===== config.mk =====
export PLATFORM = sky130hd
export DESIGN_NAME = length_prefixed_packet_deframer_top
export DESIGN_NICKNAME = d
export VERILOG_FILES = /design/src/sv/lppd_pkg.sv /design/src/sv/length_prefixed_packet_deframer_top.sv /design/src/sv/lppd_cfg.sv /design/src/sv/lppd_step.sv
export SDC_FILE = /design/constraint.sdc
export NUM_CORES = 1
export LEC_CHECK = 0
export BUFFER_PORTS_ARGS = -buffer_cell sky130_fd_sc_hd__buf_2
export CAP_MARGIN = 20
export CORE_ASPECT_RATIO = 1.75
export CORE_MARGIN = 1.5
export CORE_UTILIZATION = 61
export CTS_BUF_LIST = sky130_fd_sc_hd__clkbuf_2 sky130_fd_sc_hd__clkbuf_4 sky130_fd_sc_hd__clkbuf_8
export CTS_CLUSTER_DIAMETER = 120
export DETAILED_ROUTE_END_ITERATION = 8
export GPL_TIMING_DRIVEN = 0
export PLACE_DENSITY_LB_ADDON = 0.15
export SLEW_MARGIN = 20
export SYNTH_ARGS = -nofsm -noshare
export SYNTH_HDL_FRONTEND = slang
export SYNTH_HIERARCHICAL = 1
export SYNTH_SLANG_ARGS = --single-unit

===== constraint.sdc =====
create_clock -name clk_i -period 8.52 [get_ports clk_i]
set_input_delay 1.704 -clock clk_i [delete_from_list [all_inputs] [get_ports clk_i]]
set_output_delay 1.704 -clock clk_i [all_outputs]
set_load 0.01 [all_outputs]

===== src/sv/lppd_pkg.sv =====
// Shared types, codes and constants for the length-prefixed packet deframer.
package lppd_pkg;

  // Field widths
  localparam int unsigned ByteW  = 8;
  localparam int unsigned IndexW = 16;
  localparam int unsigned RoleW  = 2;
  localparam int unsigned StatW  = 2;

  // APB geometry: 32-bit data bus, two registers at byte addresses 0 and 4
  localparam int unsigned ApbDataW = 32;
  localparam int unsigned ApbAddrW = 3;

  // Register reset values
  localparam logic [ByteW-1:0] ShortTypeRst = 8'hC1;
  localparam logic [ByteW-1:0] LongTypeRst  = 8'hC2;

  // Header sizes (type + length byte(s) + head code)
  localparam logic [IndexW-1:0] ShortHdrLen = 16'd3;
  localparam logic [IndexW-1:0] LongHdrLen  = 16'd4;

  // Register indexes
  typedef enum logic [0:0] {
    REG_SHORT_TYPE = 1'b0,
    REG_LONG_TYPE  = 1'b1
  } reg_idx_e;

  // Frame position, one-hot
  typedef enum logic [4:0] {
    PH_TYPE = 5'b00001,
    PH_LEN1 = 5'b00010,
    PH_LEN2 = 5'b00100,
    PH_HEAD = 5'b01000,
    PH_BODY = 5'b10000
  } phase_e;

  // Role of a byte within its frame
  typedef enum logic [RoleW-1:0] {
    ROLE_TYPE = 2'd0,
    ROLE_LEN  = 2'd1,
    ROLE_HEAD = 2'd2,
    ROLE_BODY = 2'd3
  } role_e;

  // Per-item status
  typedef enum logic [StatW-1:0] {
    ST_FRAME   = 2'd0,
    ST_DISCARD = 2'd1,
    ST_BADTYPE = 2'd2,
    ST_BADLEN  = 2'd3
  } status_e;

  // Type codes from the register block
  typedef struct packed {
    logic [ByteW-1:0] short_type_code;
    logic [ByteW-1:0] long_type_code;
  } cfg_t;

  // One result item
  typedef struct packed {
    logic [ByteW-1:0]  data_byte;
    role_e             byte_role;
    logic [IndexW-1:0] frame_index;
    logic [ByteW-1:0]  frame_head_code;
    logic [IndexW-1:0] frame_total;
    logic              frame_first;
    logic              frame_last;
    status_e           status;
  } result_t;

endpackage


===== src/sv/length_prefixed_packet_deframer_top.sv =====
// Top level of the length-prefixed packet deframer: stream pipeline and config port.
//
//  Channel   | Dir | Handshake              | Payload
//  s_axis    | in  | tvalid / tready        | tdata: rx_byte; tlast: datagram_last
//  m_axis    | out | tvalid / tready        | tdata/tuser/tlast: decoded byte
//  apb       | in  | psel, penable, pready  | paddr, pwdata, prdata: type codes
//
// One item per cycle while m_axis is ready; each item passes the input register,
// then the result register, the state update being a single 16-bit add and compare.
// Reset clears the pipeline valids and the frame state, and returns the type
// codes to 0xC1 (short) and 0xC2 (long).
// A stall on m_axis holds the result register; the input register still takes
// an item, and s_axis_tready drops only when both registers are full.
module length_prefixed_packet_deframer_top (
  input  logic                           clk_i,
  input  logic                           rst_ni,
  // input stream
  input  logic                           s_axis_tvalid,
  output logic                           s_axis_tready,
  input  logic [7:0]                     s_axis_tdata,  // [7:0] rx_byte
  input  logic                           s_axis_tlast,  // datagram_last
  // result stream
  output logic                           m_axis_tvalid,
  input  logic                           m_axis_tready,
  // [7:0] data_byte, [23:8] frame_index, [31:24] frame_head_code,
  // [47:32] frame_total
  output logic [47:0]                    m_axis_tdata,
  // [1:0] byte_role, [2] frame_first, [4:3] status
  output logic [4:0]                     m_axis_tuser,
  output logic                           m_axis_tlast,  // frame_last
  // configuration
  input  logic                           psel,
  input  logic                           penable,
  input  logic                           pwrite,
  input  logic [lppd_pkg::ApbAddrW-1:0]  paddr,
  input  logic [lppd_pkg::ApbDataW-1:0]  pwdata,
  output logic [lppd_pkg::ApbDataW-1:0]  prdata,
  output logic                           pready
);

  lppd_pkg::cfg_t             cfg;
  lppd_pkg::result_t          res;
  lppd_pkg::result_t          out_q;
  logic                       out_vld_q;
  logic                       in_vld_q;
  logic [lppd_pkg::ByteW-1:0] in_byte_q;
  logic                       in_last_q;
  logic                       advance;
  logic                       in_take;

  // input register moves on when the result register is free or draining
  assign advance       = in_vld_q && (!out_vld_q || m_axis_tready);
  assign s_axis_tready = !in_vld_q || advance;
  assign in_take       = s_axis_tvalid && s_axis_tready;

  lppd_cfg u_cfg (
    .clk_i   (clk_i),
    .rst_ni  (rst_ni),
    .psel    (psel),
    .penable (penable),
    .pwrite  (pwrite),
    .paddr   (paddr),
    .pwdata  (pwdata),
    .prdata  (prdata),
    .pready  (pready),
    .cfg_o   (cfg)
  );

  lppd_step u_step (
    .clk_i   (clk_i),
    .rst_ni  (rst_ni),
    .fire_i  (advance),
    .byte_i  (in_byte_q),
    .dlast_i (in_last_q),
    .cfg_i   (cfg),
    .res_o   (res)
  );

  // input register: valid
  always_ff @(posedge clk_i or negedge rst_ni) begin
    if (!rst_ni) begin
      in_vld_q <= 1'b0;
    end else if (in_take) begin
      in_vld_q <= 1'b1;
    end else if (advance) begin
      in_vld_q <= 1'b0;
    end
  end

  // input register: payload
  always_ff @(posedge clk_i) begin
    if (in_take) begin
      in_byte_q <= s_axis_tdata;
      in_last_q <= s_axis_tlast;
    end
  end

  // result register: valid
  always_ff @(posedge clk_i or negedge rst_ni) begin
    if (!rst_ni) begin
      out_vld_q <= 1'b0;
    end else if (advance) begin
      out_vld_q <= 1'b1;
    end else if (m_axis_tready) begin
      out_vld_q <= 1'b0;
    end
  end

  // result register: payload
  always_ff @(posedge clk_i) begin
    if (advance) begin
      out_q <= res;
    end
  end

  assign m_axis_tvalid = out_vld_q;
  assign m_axis_tdata  = {out_q.frame_total, out_q.frame_head_code,
                          out_q.frame_index, out_q.data_byte};
  assign m_axis_tuser  = {out_q.status, out_q.frame_first, out_q.byte_role};
  assign m_axis_tlast  = out_q.frame_last;

endmodule


===== src/sv/lppd_cfg.sv =====
// APB register block holding the two frame type codes.
module lppd_cfg (
  input  logic                               clk_i,
  input  logic                               rst_ni,
  input  logic                               psel,
  input  logic                               penable,
  input  logic                               pwrite,
  input  logic [lppd_pkg::ApbAddrW-1:0]      paddr,
  input  logic [lppd_pkg::ApbDataW-1:0]      pwdata,
  output logic [lppd_pkg::ApbDataW-1:0]      prdata,
  output logic                               pready,
  output lppd_pkg::cfg_t                     cfg_o
);

  logic [lppd_pkg::ByteW-1:0] short_q, short_d;
  logic [lppd_pkg::ByteW-1:0] long_q, long_d;
  logic                       wr_en;
  lppd_pkg::reg_idx_e         reg_idx;

  assign pready  = 1'b1;
  assign wr_en   = psel && penable && pwrite;
  // word address: bit 2 selects the register, low bits ignored
  assign reg_idx = lppd_pkg::reg_idx_e'(paddr[2]);

  // write decode
  always_comb begin
    short_d = short_q;
    long_d  = long_q;
    if (wr_en) begin
      case (reg_idx)
        lppd_pkg::REG_SHORT_TYPE: short_d = pwdata[lppd_pkg::ByteW-1:0];
        lppd_pkg::REG_LONG_TYPE:  long_d  = pwdata[lppd_pkg::ByteW-1:0];
        default: ;
      endcase
    end
  end

  always_ff @(posedge clk_i or negedge rst_ni) begin
    if (!rst_ni) begin
      short_q <= lppd_pkg::ShortTypeRst;
      long_q  <= lppd_pkg::LongTypeRst;
    end else begin
      short_q <= short_d;
      long_q  <= long_d;
    end
  end

  // read mux
  always_comb begin
    prdata = '0;
    case (reg_idx)
      lppd_pkg::REG_SHORT_TYPE: prdata[lppd_pkg::ByteW-1:0] = short_q;
      lppd_pkg::REG_LONG_TYPE:  prdata[lppd_pkg::ByteW-1:0] = long_q;
      default: ;
    endcase
  end

  assign cfg_o.short_type_code = short_q;
  assign cfg_o.long_type_code  = long_q;

endmodule


===== src/sv/lppd_step.sv =====
// Frame tracking state and the per-byte decode logic.
module lppd_step (
  input  logic                          clk_i,
  input  logic                          rst_ni,
  input  logic                          fire_i,
  input  logic [lppd_pkg::ByteW-1:0]    byte_i,
  input  logic                          dlast_i,
  input  lppd_pkg::cfg_t                cfg_i,
  output lppd_pkg::result_t             res_o
);

  lppd_pkg::phase_e              phase_q, phase_d;
  logic                          long_q, long_d;
  logic [lppd_pkg::IndexW-1:0]   total_q, total_d;
  logic [lppd_pkg::IndexW-1:0]   cnt_q, cnt_d;
  logic [lppd_pkg::ByteW-1:0]    head_q, head_d;
  logic                          drop_q, drop_d;

  logic [lppd_pkg::IndexW-1:0]   cnt_inc;
  logic [lppd_pkg::IndexW-1:0]   total_new;
  logic [lppd_pkg::IndexW-1:0]   hdr_len;
  logic                          len_done;

  assign cnt_inc = cnt_q + 16'd1;
  assign hdr_len = long_q ? lppd_pkg::LongHdrLen : lppd_pkg::ShortHdrLen;

  // next state and result for the byte at the input
  always_comb begin
    phase_d   = phase_q;
    long_d    = long_q;
    total_d   = total_q;
    cnt_d     = cnt_q;
    head_d    = head_q;
    drop_d    = drop_q;
    total_new = total_q;
    len_done  = 1'b0;
    res_o           = '0;
    res_o.data_byte = byte_i;

    if (drop_q) begin
      // discarding up to the end of the datagram
      res_o.status = lppd_pkg::ST_DISCARD;
      if (dlast_i) drop_d = 1'b0;
    end else begin
      case (phase_q)
        lppd_pkg::PH_LEN1: begin
          res_o.byte_role   = lppd_pkg::ROLE_LEN;
          res_o.frame_index = cnt_q;
          if (long_q) begin
            total_d = {byte_i, 8'h00};
            cnt_d   = cnt_inc;
            phase_d = lppd_pkg::PH_LEN2;
          end else begin
            total_new = {8'h00, byte_i};
            len_done  = 1'b1;
          end
        end
        lppd_pkg::PH_LEN2: begin
          res_o.byte_role   = lppd_pkg::ROLE_LEN;
          res_o.frame_index = cnt_q;
          total_new         = total_q | {8'h00, byte_i};
          len_done          = 1'b1;
        end
        lppd_pkg::PH_HEAD, lppd_pkg::PH_BODY: begin
          if (phase_q == lppd_pkg::PH_HEAD) begin
            res_o.byte_role       = lppd_pkg::ROLE_HEAD;
            head_d                = byte_i;
            res_o.frame_head_code = byte_i;
          end else begin
            res_o.byte_role       = lppd_pkg::ROLE_BODY;
            res_o.frame_head_code = head_q;
          end
          res_o.frame_index = cnt_q;
          res_o.frame_total = total_q;
          cnt_d             = cnt_inc;
          if (cnt_inc >= total_q) begin
            res_o.frame_last = 1'b1;
            phase_d          = lppd_pkg::PH_TYPE;
          end else begin
            phase_d = lppd_pkg::PH_BODY;
          end
        end
        default: begin
          // type byte; short code wins when both codes match
          head_d  = '0;
          total_d = '0;
          if (byte_i == cfg_i.short_type_code || byte_i == cfg_i.long_type_code) begin
            long_d            = (byte_i != cfg_i.short_type_code);
            res_o.frame_first = 1'b1;
            cnt_d             = 16'd1;
            phase_d           = lppd_pkg::PH_LEN1;
          end else begin
            res_o.status = lppd_pkg::ST_BADTYPE;
            cnt_d        = '0;
            phase_d      = lppd_pkg::PH_TYPE;
            drop_d       = !dlast_i;
          end
        end
      endcase

      // length complete: check it covers the header
      if (len_done) begin
        total_d           = total_new;
        res_o.frame_total = total_new;
        if (total_new < hdr_len) begin
          res_o.status = lppd_pkg::ST_BADLEN;
          cnt_d        = '0;
          phase_d      = lppd_pkg::PH_TYPE;
          drop_d       = !dlast_i;
        end else begin
          cnt_d   = cnt_inc;
          phase_d = lppd_pkg::PH_HEAD;
        end
      end
    end
  end

  // state update on each decoded item
  always_ff @(posedge clk_i or negedge rst_ni) begin
    if (!rst_ni) begin
      phase_q <= lppd_pkg::PH_TYPE;
      long_q  <= 1'b0;
      total_q <= '0;
      cnt_q   <= '0;
      head_q  <= '0;
      drop_q  <= 1'b0;
    end else if (fire_i) begin
      phase_q <= phase_d;
      long_q  <= long_d;
      total_q <= total_d;
      cnt_q   <= cnt_d;
      head_q  <= head_d;
      drop_q  <= drop_d;
    end
  end

endmodule

==> reports/metrics.yaml, run 1 <==
status: "completed"
reg2reg_slack_ns: 4.87
crit_start: "paddr[2]"
gp_congestion: 0.912
ys_async_sr_fraction_pct: 50.8
cp.required_ns: 6.82
drcViolationCount: 0
coreArea_sq_mm: 0.0103
period_share_pct: 47.3
grt_use_met3_pct: 6.18
yosysSeqAreaShare_pct: 54.7
viasPerCell: 5.73
grt_util_met2_pct: 52.5
cp-start-kind: "input pin"
grt_pass1_vias: 4777
setup_viol: 0
rsz0062_at_grt: "false"
place_ws_ns: 4.31
path_clk_slew_ns: 0.07
synth_top_flop_cell: "edfxtp_1"
vias: 4682
setup_tns_ns: 0
use_met1_pct: 29.2
power.total_w: 0.00142
routedWlPerCell_microns: 18.4
root_buffer: "clkbuf_8"
port_buffers: 87
vdd_drop_max_mv: 0.127
area_growth_pct: 17.1
setup_ws_ns: 4.49
cts_resized: 0
hold_buffers: 0
path_class: "in -> out"
synth_area_sq_mm: 0.00645
skew_ns: 0.0127
die-area_sq_mm: 0.0112
r2r-start: "u_step/phase_q[3]$_DFFE_PN0P_"
cp-end-kind: "primary output"
hold_viol_final: 0
htree_levels: 4
die_h_microns: 139
synth_edf_count: 63
synthTopCellsByCount: "63 x edfxtp_1, 58 x dfrtp_1, 34 x buf_4, 34 x nor2_1, 30 x nand2_1"
hpwl_mm: 10.9
arrival_ns: 2.33
grt_max_degree: 59
ys_top_cells_by_area: "edfxtp_1 29%, dfrtp_1 23%, mux2_2 4.2%, buf_4 4.0%, ha_1 3.7%"
r2r-end: "u_step/cnt_q[9]$_DFFE_PN0P_"
n_antenna_cell: 0
hold_class: "reg -> reg"
grt_pass1_wl_mm: 23.6
antenna_found_initial: 0
ant_nets: 0
ys_seq_elements: 128
synth.most_common_cell: "edfxtp_1"
timing.final.crit_period_ns: 4.03
fmax_ghz: 0.248
synth_cell_types: 61
dieWidth_microns: 80.7
ys_warn_count: 6
initial_core_util_pct: 62.6
pwr_density_cell_mw_per_mm2: 188
rows: 49
synthCells: 547
instances_no_fill: 817
syn_avg_cell_area_sq_um: 11.8
drt_iter0_drc: 292
wl_mm: 15.0
cts_tree: "built"
synth_top_area_share_pct: 29.3
crit_fanout: 10
dpl.cell_count: 785
insertion_delay_ns: 0.45
cts_buffer_depth: 2
cts_setup_buffers: 0
p_leak_nw: 3.42
grt_overflow: 0
yosysTopAreaCell: "edfxtp_1"
io_pins: 140
final_nets: 747
grtUsageTotal_pct: 28.4
busiest_layer: "met2"
maxSlewHeadroom_pct: 49.1
cts_buffers: 17
crit_end: "prdata[2]"
rr_worst_depth: 12
drive_gt1_share_pct: 30.9
slew_viol_final: 0
worst_slew_pin_slew_ns: 0.764
clkSinkCount: 128
firstDrtPassIters: 5
cap_violations: 0
-- stage by stage --
step / utilization [%] / cell area (sq um) / hold WS (ns)
global placement: 69.2 / 7130 / 0.443
detailed placement: 69.5 / 7160 / 0.432
floorplan: - / 6540 / 0.398
CTS: 73.4 / 7560 / 0.446
global route: 73.4 / 7560 / 0.465
finish: 73.4 / 7560 / 0.453
-- state kept, by name, indices dropped and copies added (netlist names), 8 cells and up --
register / flops
m_axis_tdata: 48
u_step/cnt_q: 16
u_step/total_q: 16
in_byte_q: 8
u_cfg/long_q: 8
u_cfg/short_q: 8
u_step/head_q: 8
-- how the worst min path moves through the flow --
stage / from / end / depth (start not counted)
after floorplan: in_last_q$_DFFE_PP_ / u_step/drop_q$_DFFE_PN0P_ / 1
after global placement: in_last_q$_DFFE_PP_ / u_step/drop_q$_DFFE_PN0P_ / 1
after CTS: in_last_q$_DFFE_PP_ / u_step/drop_q$_DFFE_PN0P_ / 1
after detailed placement: in_last_q$_DFFE_PP_ / u_step/drop_q$_DFFE_PN0P_ / 1
after global routing: in_last_q$_DFFE_PP_ / u_step/drop_q$_DFFE_PN0P_ / 1
final: in_last_q$_DFFE_PP_ / u_step/drop_q$_DFFE_PN0P_ / 1
-- cells by family after synthesis --
family | share of synthesized area [%]
other | 0.116
adders and majority gates | 3.69
and+or+nand+nor | 13.6
AOI/OAI and AO/OA | 10.7
xor gates and xnor gates | 4.35
buffers and inverters | 7.27
DFF | 54.7
muxes | 5.61
-- worst max-delay path: stages --
cell and delay, ns:
buf_6 0.13, mux2_2 0.35, buf_2 0.14
-- cell usage in the layout (no fill, tap or decap), drive strengths merged, types with 3 or more instances in the layout --
cell type | synthesis | layout
a21oi | 5 | 5
a22o | 25 | 25
a22oi | 15 | 15
and2 | 28 | 28
and3 | 7 | 7
buf | 46 | 134
clkbuf | 16 | 33
clkinv | 0 | 6
clkinvlp | 0 | 3
conb | 2 | 25
dfrtp | 58 | 58
dfstp | 7 | 7
edfxtp | 63 | 63
ha | 19 | 19
inv | 20 | 24
mux2 | 25 | 25
mux2i | 8 | 8
nand2 | 30 | 30
nand2b | 7 | 7
nand3 | 15 | 15
nand4 | 5 | 5
nor2 | 35 | 35
nor2b | 6 | 6
nor3 | 6 | 6
nor4 | 11 | 11
o21a | 3 | 3
o21ai | 24 | 24
xnor2 | 10 | 10
xor2 | 22 | 22
-- per-layer routing --
layer  routed length (microns)  vias to the layer above
li1                          -                     2165
met1                      5220                     2262
met2                      8570                      205
met5                         0                        -
met4                       520                        0
met3                       718                       50
-- report_power, final --
group          leakage (nW)  internal, W  total [W]  switching [W]
Sequential             1.48     0.000697   0.000722      0.0000244
Clock                 0.193     0.000262   0.000518       0.000256
Combinational          1.74    0.0000771   0.000179       0.000102
-- area by class of cell --
type	count	area, sq um
buffer	62	394
clock buffer	17	234
sequential	128	3530
clock inverter	15	159
fill	728	2740
multi-input combinational	360	2540
timing repair buffer	88	465
inverter	20	75.1
tap	127	159
Power figures use the tool's default switching activity.
==> run 2: changes to the inputs <==
--- a/config.mk
+++ b/config.mk
@@ -9,7 +9,7 @@
 export CAP_MARGIN = 20
 export CORE_ASPECT_RATIO = 1.75
 export CORE_MARGIN = 1.5
-export CORE_UTILIZATION = 61
+export CORE_UTILIZATION = 51
 export CTS_BUF_LIST = sky130_fd_sc_hd__clkbuf_2 sky130_fd_sc_hd__clkbuf_4 sky130_fd_sc_hd__clkbuf_8
 export CTS_CLUSTER_DIAMETER = 120
 export DETAILED_ROUTE_END_ITERATION = 8
==> constraint.sdc (replaced) <==
create_clock -name clk_i -period 3.3 [get_ports clk_i]
set_input_delay 0.66 -clock clk_i [delete_from_list [all_inputs] [get_ports clk_i]]
set_output_delay 0.66 -clock clk_i [all_outputs]
set_load 0.01 [all_outputs]
==> run 2 against run 1 <==
Effect of this change:
- worst setup slack got worse by 4.4 ns
- wire length decreased by 1.1%
- hold slack got worse by 0.34 ns
- die area increased by 19%
- global-route usage decreased by 5.4 points
- cell area increased by 2.5%
- clock skew decreased by 0.00058 ns
- utilization decreased by 11 points
- total power increased to 2.8 times the previous value
- combinational power increased to 2.6 times the previous value
==> reports/metrics.yaml, run 2 (synthesis gave the netlist of run 1 again) <==
status: "completed"
vdd_drop_max_mv: 0.347
cts_tree: "built"
cts_buffer_depth: 2
insertion_delay_ns: 0.45
largest_register_ffs: 48
initial_core_util_pct: 51.9
timing.final.crit_period_ns: 3.21
fill_cells: 1064
routedWlPerCell_microns: 17.3
root_buffer: "clkbuf_8"
hold_viol_final: 0
die_h_microns: 152
mostFrequentLayoutCell: "buf_2"
setup_viol: 0
crit_fanout: 10
hpwl_mm: 10.8
cp-end-kind: "register"
gp_congestion: 0.910
period_share_pct: 97.2
htree_levels: 4
clkSinkCount: 128
instances_no_fill: 858
port_buffers: 87
hold_buffers: 0
skew_ns: 0.0121
cap_violations: 0
final_nets: 747
grt_max_degree: 59
drcViolationCount: 0
area_growth_pct: 20.0
dieWidth_microns: 88.0
hold_class: "in -> async"
coreArea_sq_mm: 0.0124
grt_pass1_wl_mm: 22.7
firstDrtPassIters: 5
cts_buffers: 17
n_antenna_cell: 0
vias: 4575
power.total_w: 0.00395
whs_ns: 0.115
io_pins: 140
wl_mm: 14.9
grtUsageTotal_pct: 23.1
arrival_ns: 3.55
worst_slew_pin_slew_ns: 0.752
grt_pass1_vias: 4497
antenna_found_initial: 0
cp.required_ns: 3.64
path_class: "reg -> reg"
slew_viol_final: 0
rsz0062_at_grt: "false"
pwr_density_cell_mw_per_mm2: 511
drive_gt1_share_pct: 32.2
maxSlewHeadroom_pct: 49.9
p_leak_nw: 3.47
drt_iter0_drc: 240
viasPerCell: 5.33
fmax_ghz: 0.312
cp-start-kind: "register"
die-area_sq_mm: 0.0134
setup_tns_ns: 0
ant_nets: 0
grt_overflow: 0
mostFrequentLayoutCells: "95 x buf_2, 63 x edfxtp_1, 57 x dfrtp_1"
dpl.cell_count: 826
rows: 54
path_clk_slew_ns: 0.08
run 2: final timing paths:
kind,from,slack [ns],cells past startpoint,endpoint
worst max-delay path,u_step/phase_q[2]$_DFFE_PN0P_,0.09,13,u_step/cnt_q[10]$_DFFE_PN0P_
worst min-delay path,rst_ni,0.12,1,u_step/head_q[7]$_DFFE_PN0P_
worst max register to register,u_step/phase_q[2]$_DFFE_PN0P_,0.09,13,u_step/cnt_q[10]$_DFFE_PN0P_
worst min register to register,in_last_q$_DFFE_PP_,0.43,1,u_step/drop_q$_DFFE_PN0P_
max in group asynchronous,rst_ni,2.59,2,u_cfg/short_q[0]$_DFFE_PN1P_
min in group clk_i,s_axis_tdata[2],0.38,1,in_byte_q[2]$_DFFE_PP_
run 2: per-layer routing:
layer	GRT usage (%)	up-vias	wire length, microns
met3	5.85	32	578
met5	0	-	0
li1	-	2161	-
met4	9.45	0	336
met2	44.5	136	8610
met1	22.6	2246	5330
run 2: stage by stage:
step                instance area, sq um  util, %  setup slack (ns)
floorplan                           6540        -            0.0119
global placement                    7180     57.8            -0.942
detailed placement                  7210     58.0            -0.230
CTS                                 7700     61.9           0.00288
global route                        7740     62.3            0.0109
finish                              7740     62.3            0.0926
run 2: critical path, cell delays in order, from the launching register on:
cell and delay [ns]:
dfrtp_1 0.36, buf_2 0.18, nor2_4 0.14, nand4_1 0.13, buf_4 0.20, a22o_1 0.29, ha_1 0.33, a31oi_2 0.23
nand4_1 0.21, a211oi_4 0.37, or2_4 0.21, buf_6 0.15, o21ai_1 0.07, a22o_1 0.20
run 2: report_power, final:
| part | leakage (nW) | total, W | switching, W | internal, W |
|---|---|---|---|---|
| Combinational | 1.76 | 0.000461 | 0.000262 | 0.000199 |
| Clock | 0.237 | 0.00163 | 0.000635 | 0.000996 |
| Sequential | 1.48 | 0.00186 | 0.0000622 | 0.00180 |
| Total | 3.47 | 0.00395 | 0.000960 | 0.00300 |
run 2: what timing repair did:
action	4_1_cts	5_1_grt
hold endpoints to repair	0	0
cloned	0	0
resized for setup	5	9
endpoints found under the setup margin	18	9
buffers inserted	0	1
pin swaps	1	4
run 2: area by class of cell:
type	instances	area [sq um]	share of cell area [%]
timing repair buffer	89	465	6.01
buffer	61	394	5.09
sequential	128	3530	45.6
clock inverter	13	235	3.04
clock buffer	19	249	3.22
multi-input combinational	360	2580	33.4
inverter	20	75.1	0.970
tap	168	210	2.71
==> run 3: changes to the inputs <==
--- a/config.mk
+++ b/config.mk
@@ -8,12 +8,10 @@
 export BUFFER_PORTS_ARGS = -buffer_cell sky130_fd_sc_hd__buf_2
 export CAP_MARGIN = 20
 export CORE_ASPECT_RATIO = 1.75
-export CORE_MARGIN = 1.5
-export CORE_UTILIZATION = 51
+export CORE_UTILIZATION = 40
 export CTS_BUF_LIST = sky130_fd_sc_hd__clkbuf_2 sky130_fd_sc_hd__clkbuf_4 sky130_fd_sc_hd__clkbuf_8
 export CTS_CLUSTER_DIAMETER = 120
 export DETAILED_ROUTE_END_ITERATION = 8
-export GPL_TIMING_DRIVEN = 0
 export PLACE_DENSITY_LB_ADDON = 0.15
 export SLEW_MARGIN = 20
 export SYNTH_ARGS = -nofsm -noshare
==> run 3 against run 2 <==
Effect of this change:
- the run now ends with DRC left
- sequential share of layout area up 1.7 points
- count of clock-buffer cells in the layout shrank 1
- global-route usage shrank 4.1 points
- cell area decreased by 3.6%
- worst setup slack gained 0.051 ns
==> reports/metrics.yaml, run 3 (synthesis gave the netlist of run 1 again) <==
status: "complete, but fails checks"
violations: "DRC"
cts_tree: "built"
die-area_sq_mm: 0.0167
grtUsageTotal_pct: 19.0
grt_pass1_vias: 4513
n_antenna_cell: 0
mostFrequentLayoutCell: "buf_2"
fmax_ghz: 0.317
root_buffer: "clkbuf_8"
mostFrequentLayoutCells: "88 x buf_2, 63 x edfxtp_1, 58 x dfrtp_1"
worst_slew_pin_slew_ns: 0.986
drt_iter0_drc: 196
grt_pass1_wl_mm: 23.6
register_area_sq_mm: 0.00353
pwr_density_cell_mw_per_mm2: 512
finalCoreUtilization_pct: 47.3
dieWidth_microns: 98.0
viasPerCell: 5.22
hold_viol_final: 0
cap_violations: 0
io_pins: 140
insertion_delay_ns: 0.44
cts_buffers: 17
hold_class: "in -> reg"
coreArea_sq_mm: 0.0158
path_class: "reg -> reg"
cp-start-kind: "register"
cpMostUsedCell: "a22o_1"
max_stage_delay_ns: 0.47
place_ws_ns: 0.176
critPathTopFamily: "compound AO/OA/AOI/OAI gates"
wl_mm: 15.1
rows: 61
crit_buf_inv: 1
initial_core_util_pct: 40.8
grt_max_degree: 57
period_share_pct: 95.6
cp.required_ns: 3.62
die_h_microns: 170
timing.final.crit_period_ns: 3.16
maxSlewHeadroom_pct: 34.1
rsz0062_at_grt: "false"
fill_cells: 1487
p_leak_nw: 3.30
setup_tns_ns: 0
area_growth_pct: 15.8
cts_setup_buffers: 0
gp_congestion: 0.858
drive_gt1_share_pct: 29.4
vias: 4393
cts_buffer_depth: 2
cp-end-kind: "register"
slew_viol_final: 0
clkSinkCount: 128
crit_fanout: 7
htree_levels: 4
ant_nets: 0
multi_input_area_sq_mm: 0.00255
arrival_ns: 3.47
antenna_found_initial: 0
path_clk_slew_ns: 0.08
drcViolationCount: 4
cp_cell_sequence: "nor3_1, o21a_1, a22o_1, ha_1, a31oi_1, nand4_1, a211oi_2, or2_4, buf_4, o21ai_1, a22o_1"
hpwl_mm: 11.2
port_buffers: 88
largest_register_ffs: 48
slowest_stage: "dfrtp_1"
power.total_w: 0.00382
firstDrtPassIters: 6
final_nets: 710
routedWlPerCell_microns: 17.9
setup_viol: 0
setup_ws_ns: 0.144
skew_ns: 0.0111
grt_overflow: 0
vdd_drop_max_mv: 0.303
[run 3: cell count changes in the layout (fill, tap and decap cells not counted), moves of 2 or more]
cell / delta
inv_6: +3
buf_6: -3
clkbuf_1: -14
buf_2: -7
bufinv_16: -2
clkbuf_4: -2
buf_4: -13
nor2_1: +3
nor2_4: -2
[run 3: path summary, 6_finish.rpt]
kind                                          startpoint                           end  slack (ns)  cells after the start
min in group asynchronous                         rst_ni  u_step/head_q[6]$_DFFE_PN0P_        0.56                      2
hold reg to reg                      in_last_q$_DFFE_PP_     u_step/drop_q$_DFFE_PN0P_        0.42                      1
hold / removal                           s_axis_tdata[6]        in_byte_q[6]$_DFFE_PP_        0.39                      1
max in group asynchronous                         rst_ni   u_cfg/long_q[6]$_DFFE_PN1P_        2.03                      3
setup / recovery           u_step/phase_q[3]$_DFFE_PN0P_   u_step/cnt_q[6]$_DFFE_PN0P_        0.14                     11
setup reg to reg           u_step/phase_q[3]$_DFFE_PN0P_   u_step/cnt_q[6]$_DFFE_PN0P_        0.14                     11
[run 3: area by class of cell]
| class | count | share of cell area [%] |
|---|---|---|
| clock buffer | 18 | 3.32 |
| clock inverter | 14 | 2.73 |
| inverter | 20 | 1.01 |
| multi-input combinational | 360 | 34.1 |
| sequential | 128 | 47.2 |
| tap | 189 | 3.17 |
| timing repair buffer | 113 | 8.45 |
[run 3: report_power, final]
group / switching, W / internal, W / total (W)
clock network: 0.000674 / 0.000856 / 0.00153
registers: 0.0000804 / 0.00180 / 0.00188
logic: 0.000235 / 0.000177 / 0.000412
total: 0.000989 / 0.00283 / 0.00382
[run 3: through the flow]
stage / instance area [sq um] / hold slack, ns / std cells
finish: 7470 / 0.390 / 842
global route: 7470 / 0.348 / 842
CTS: 7460 / 0.360 / 842
detailed placement: 7000 / 0.405 / 809
global placement: 7000 / 0.420 / 809
floorplan: 6540 / 0.364 / 570
[run 3: layer usage]
layer / vias up / share of wire [%] / track usage, % / routed length (microns)
li1: 2097 / - / - / -
met1: 2155 / 36 / 18.4 / 5410
met2: 113 / 58 / 37.1 / 8660
met3: 28 / 3.1 / 3.74 / 462
met4: 0 / 3.5 / 9.82 / 524
met5: - / 0 / 0 / 0
[run 3: timing repair]
action	in CTS	in global routing
hold buffers	1	0
endpoints found under the hold margin	3	0
resized for setup	0	1
endpoints found under the setup margin	0	3
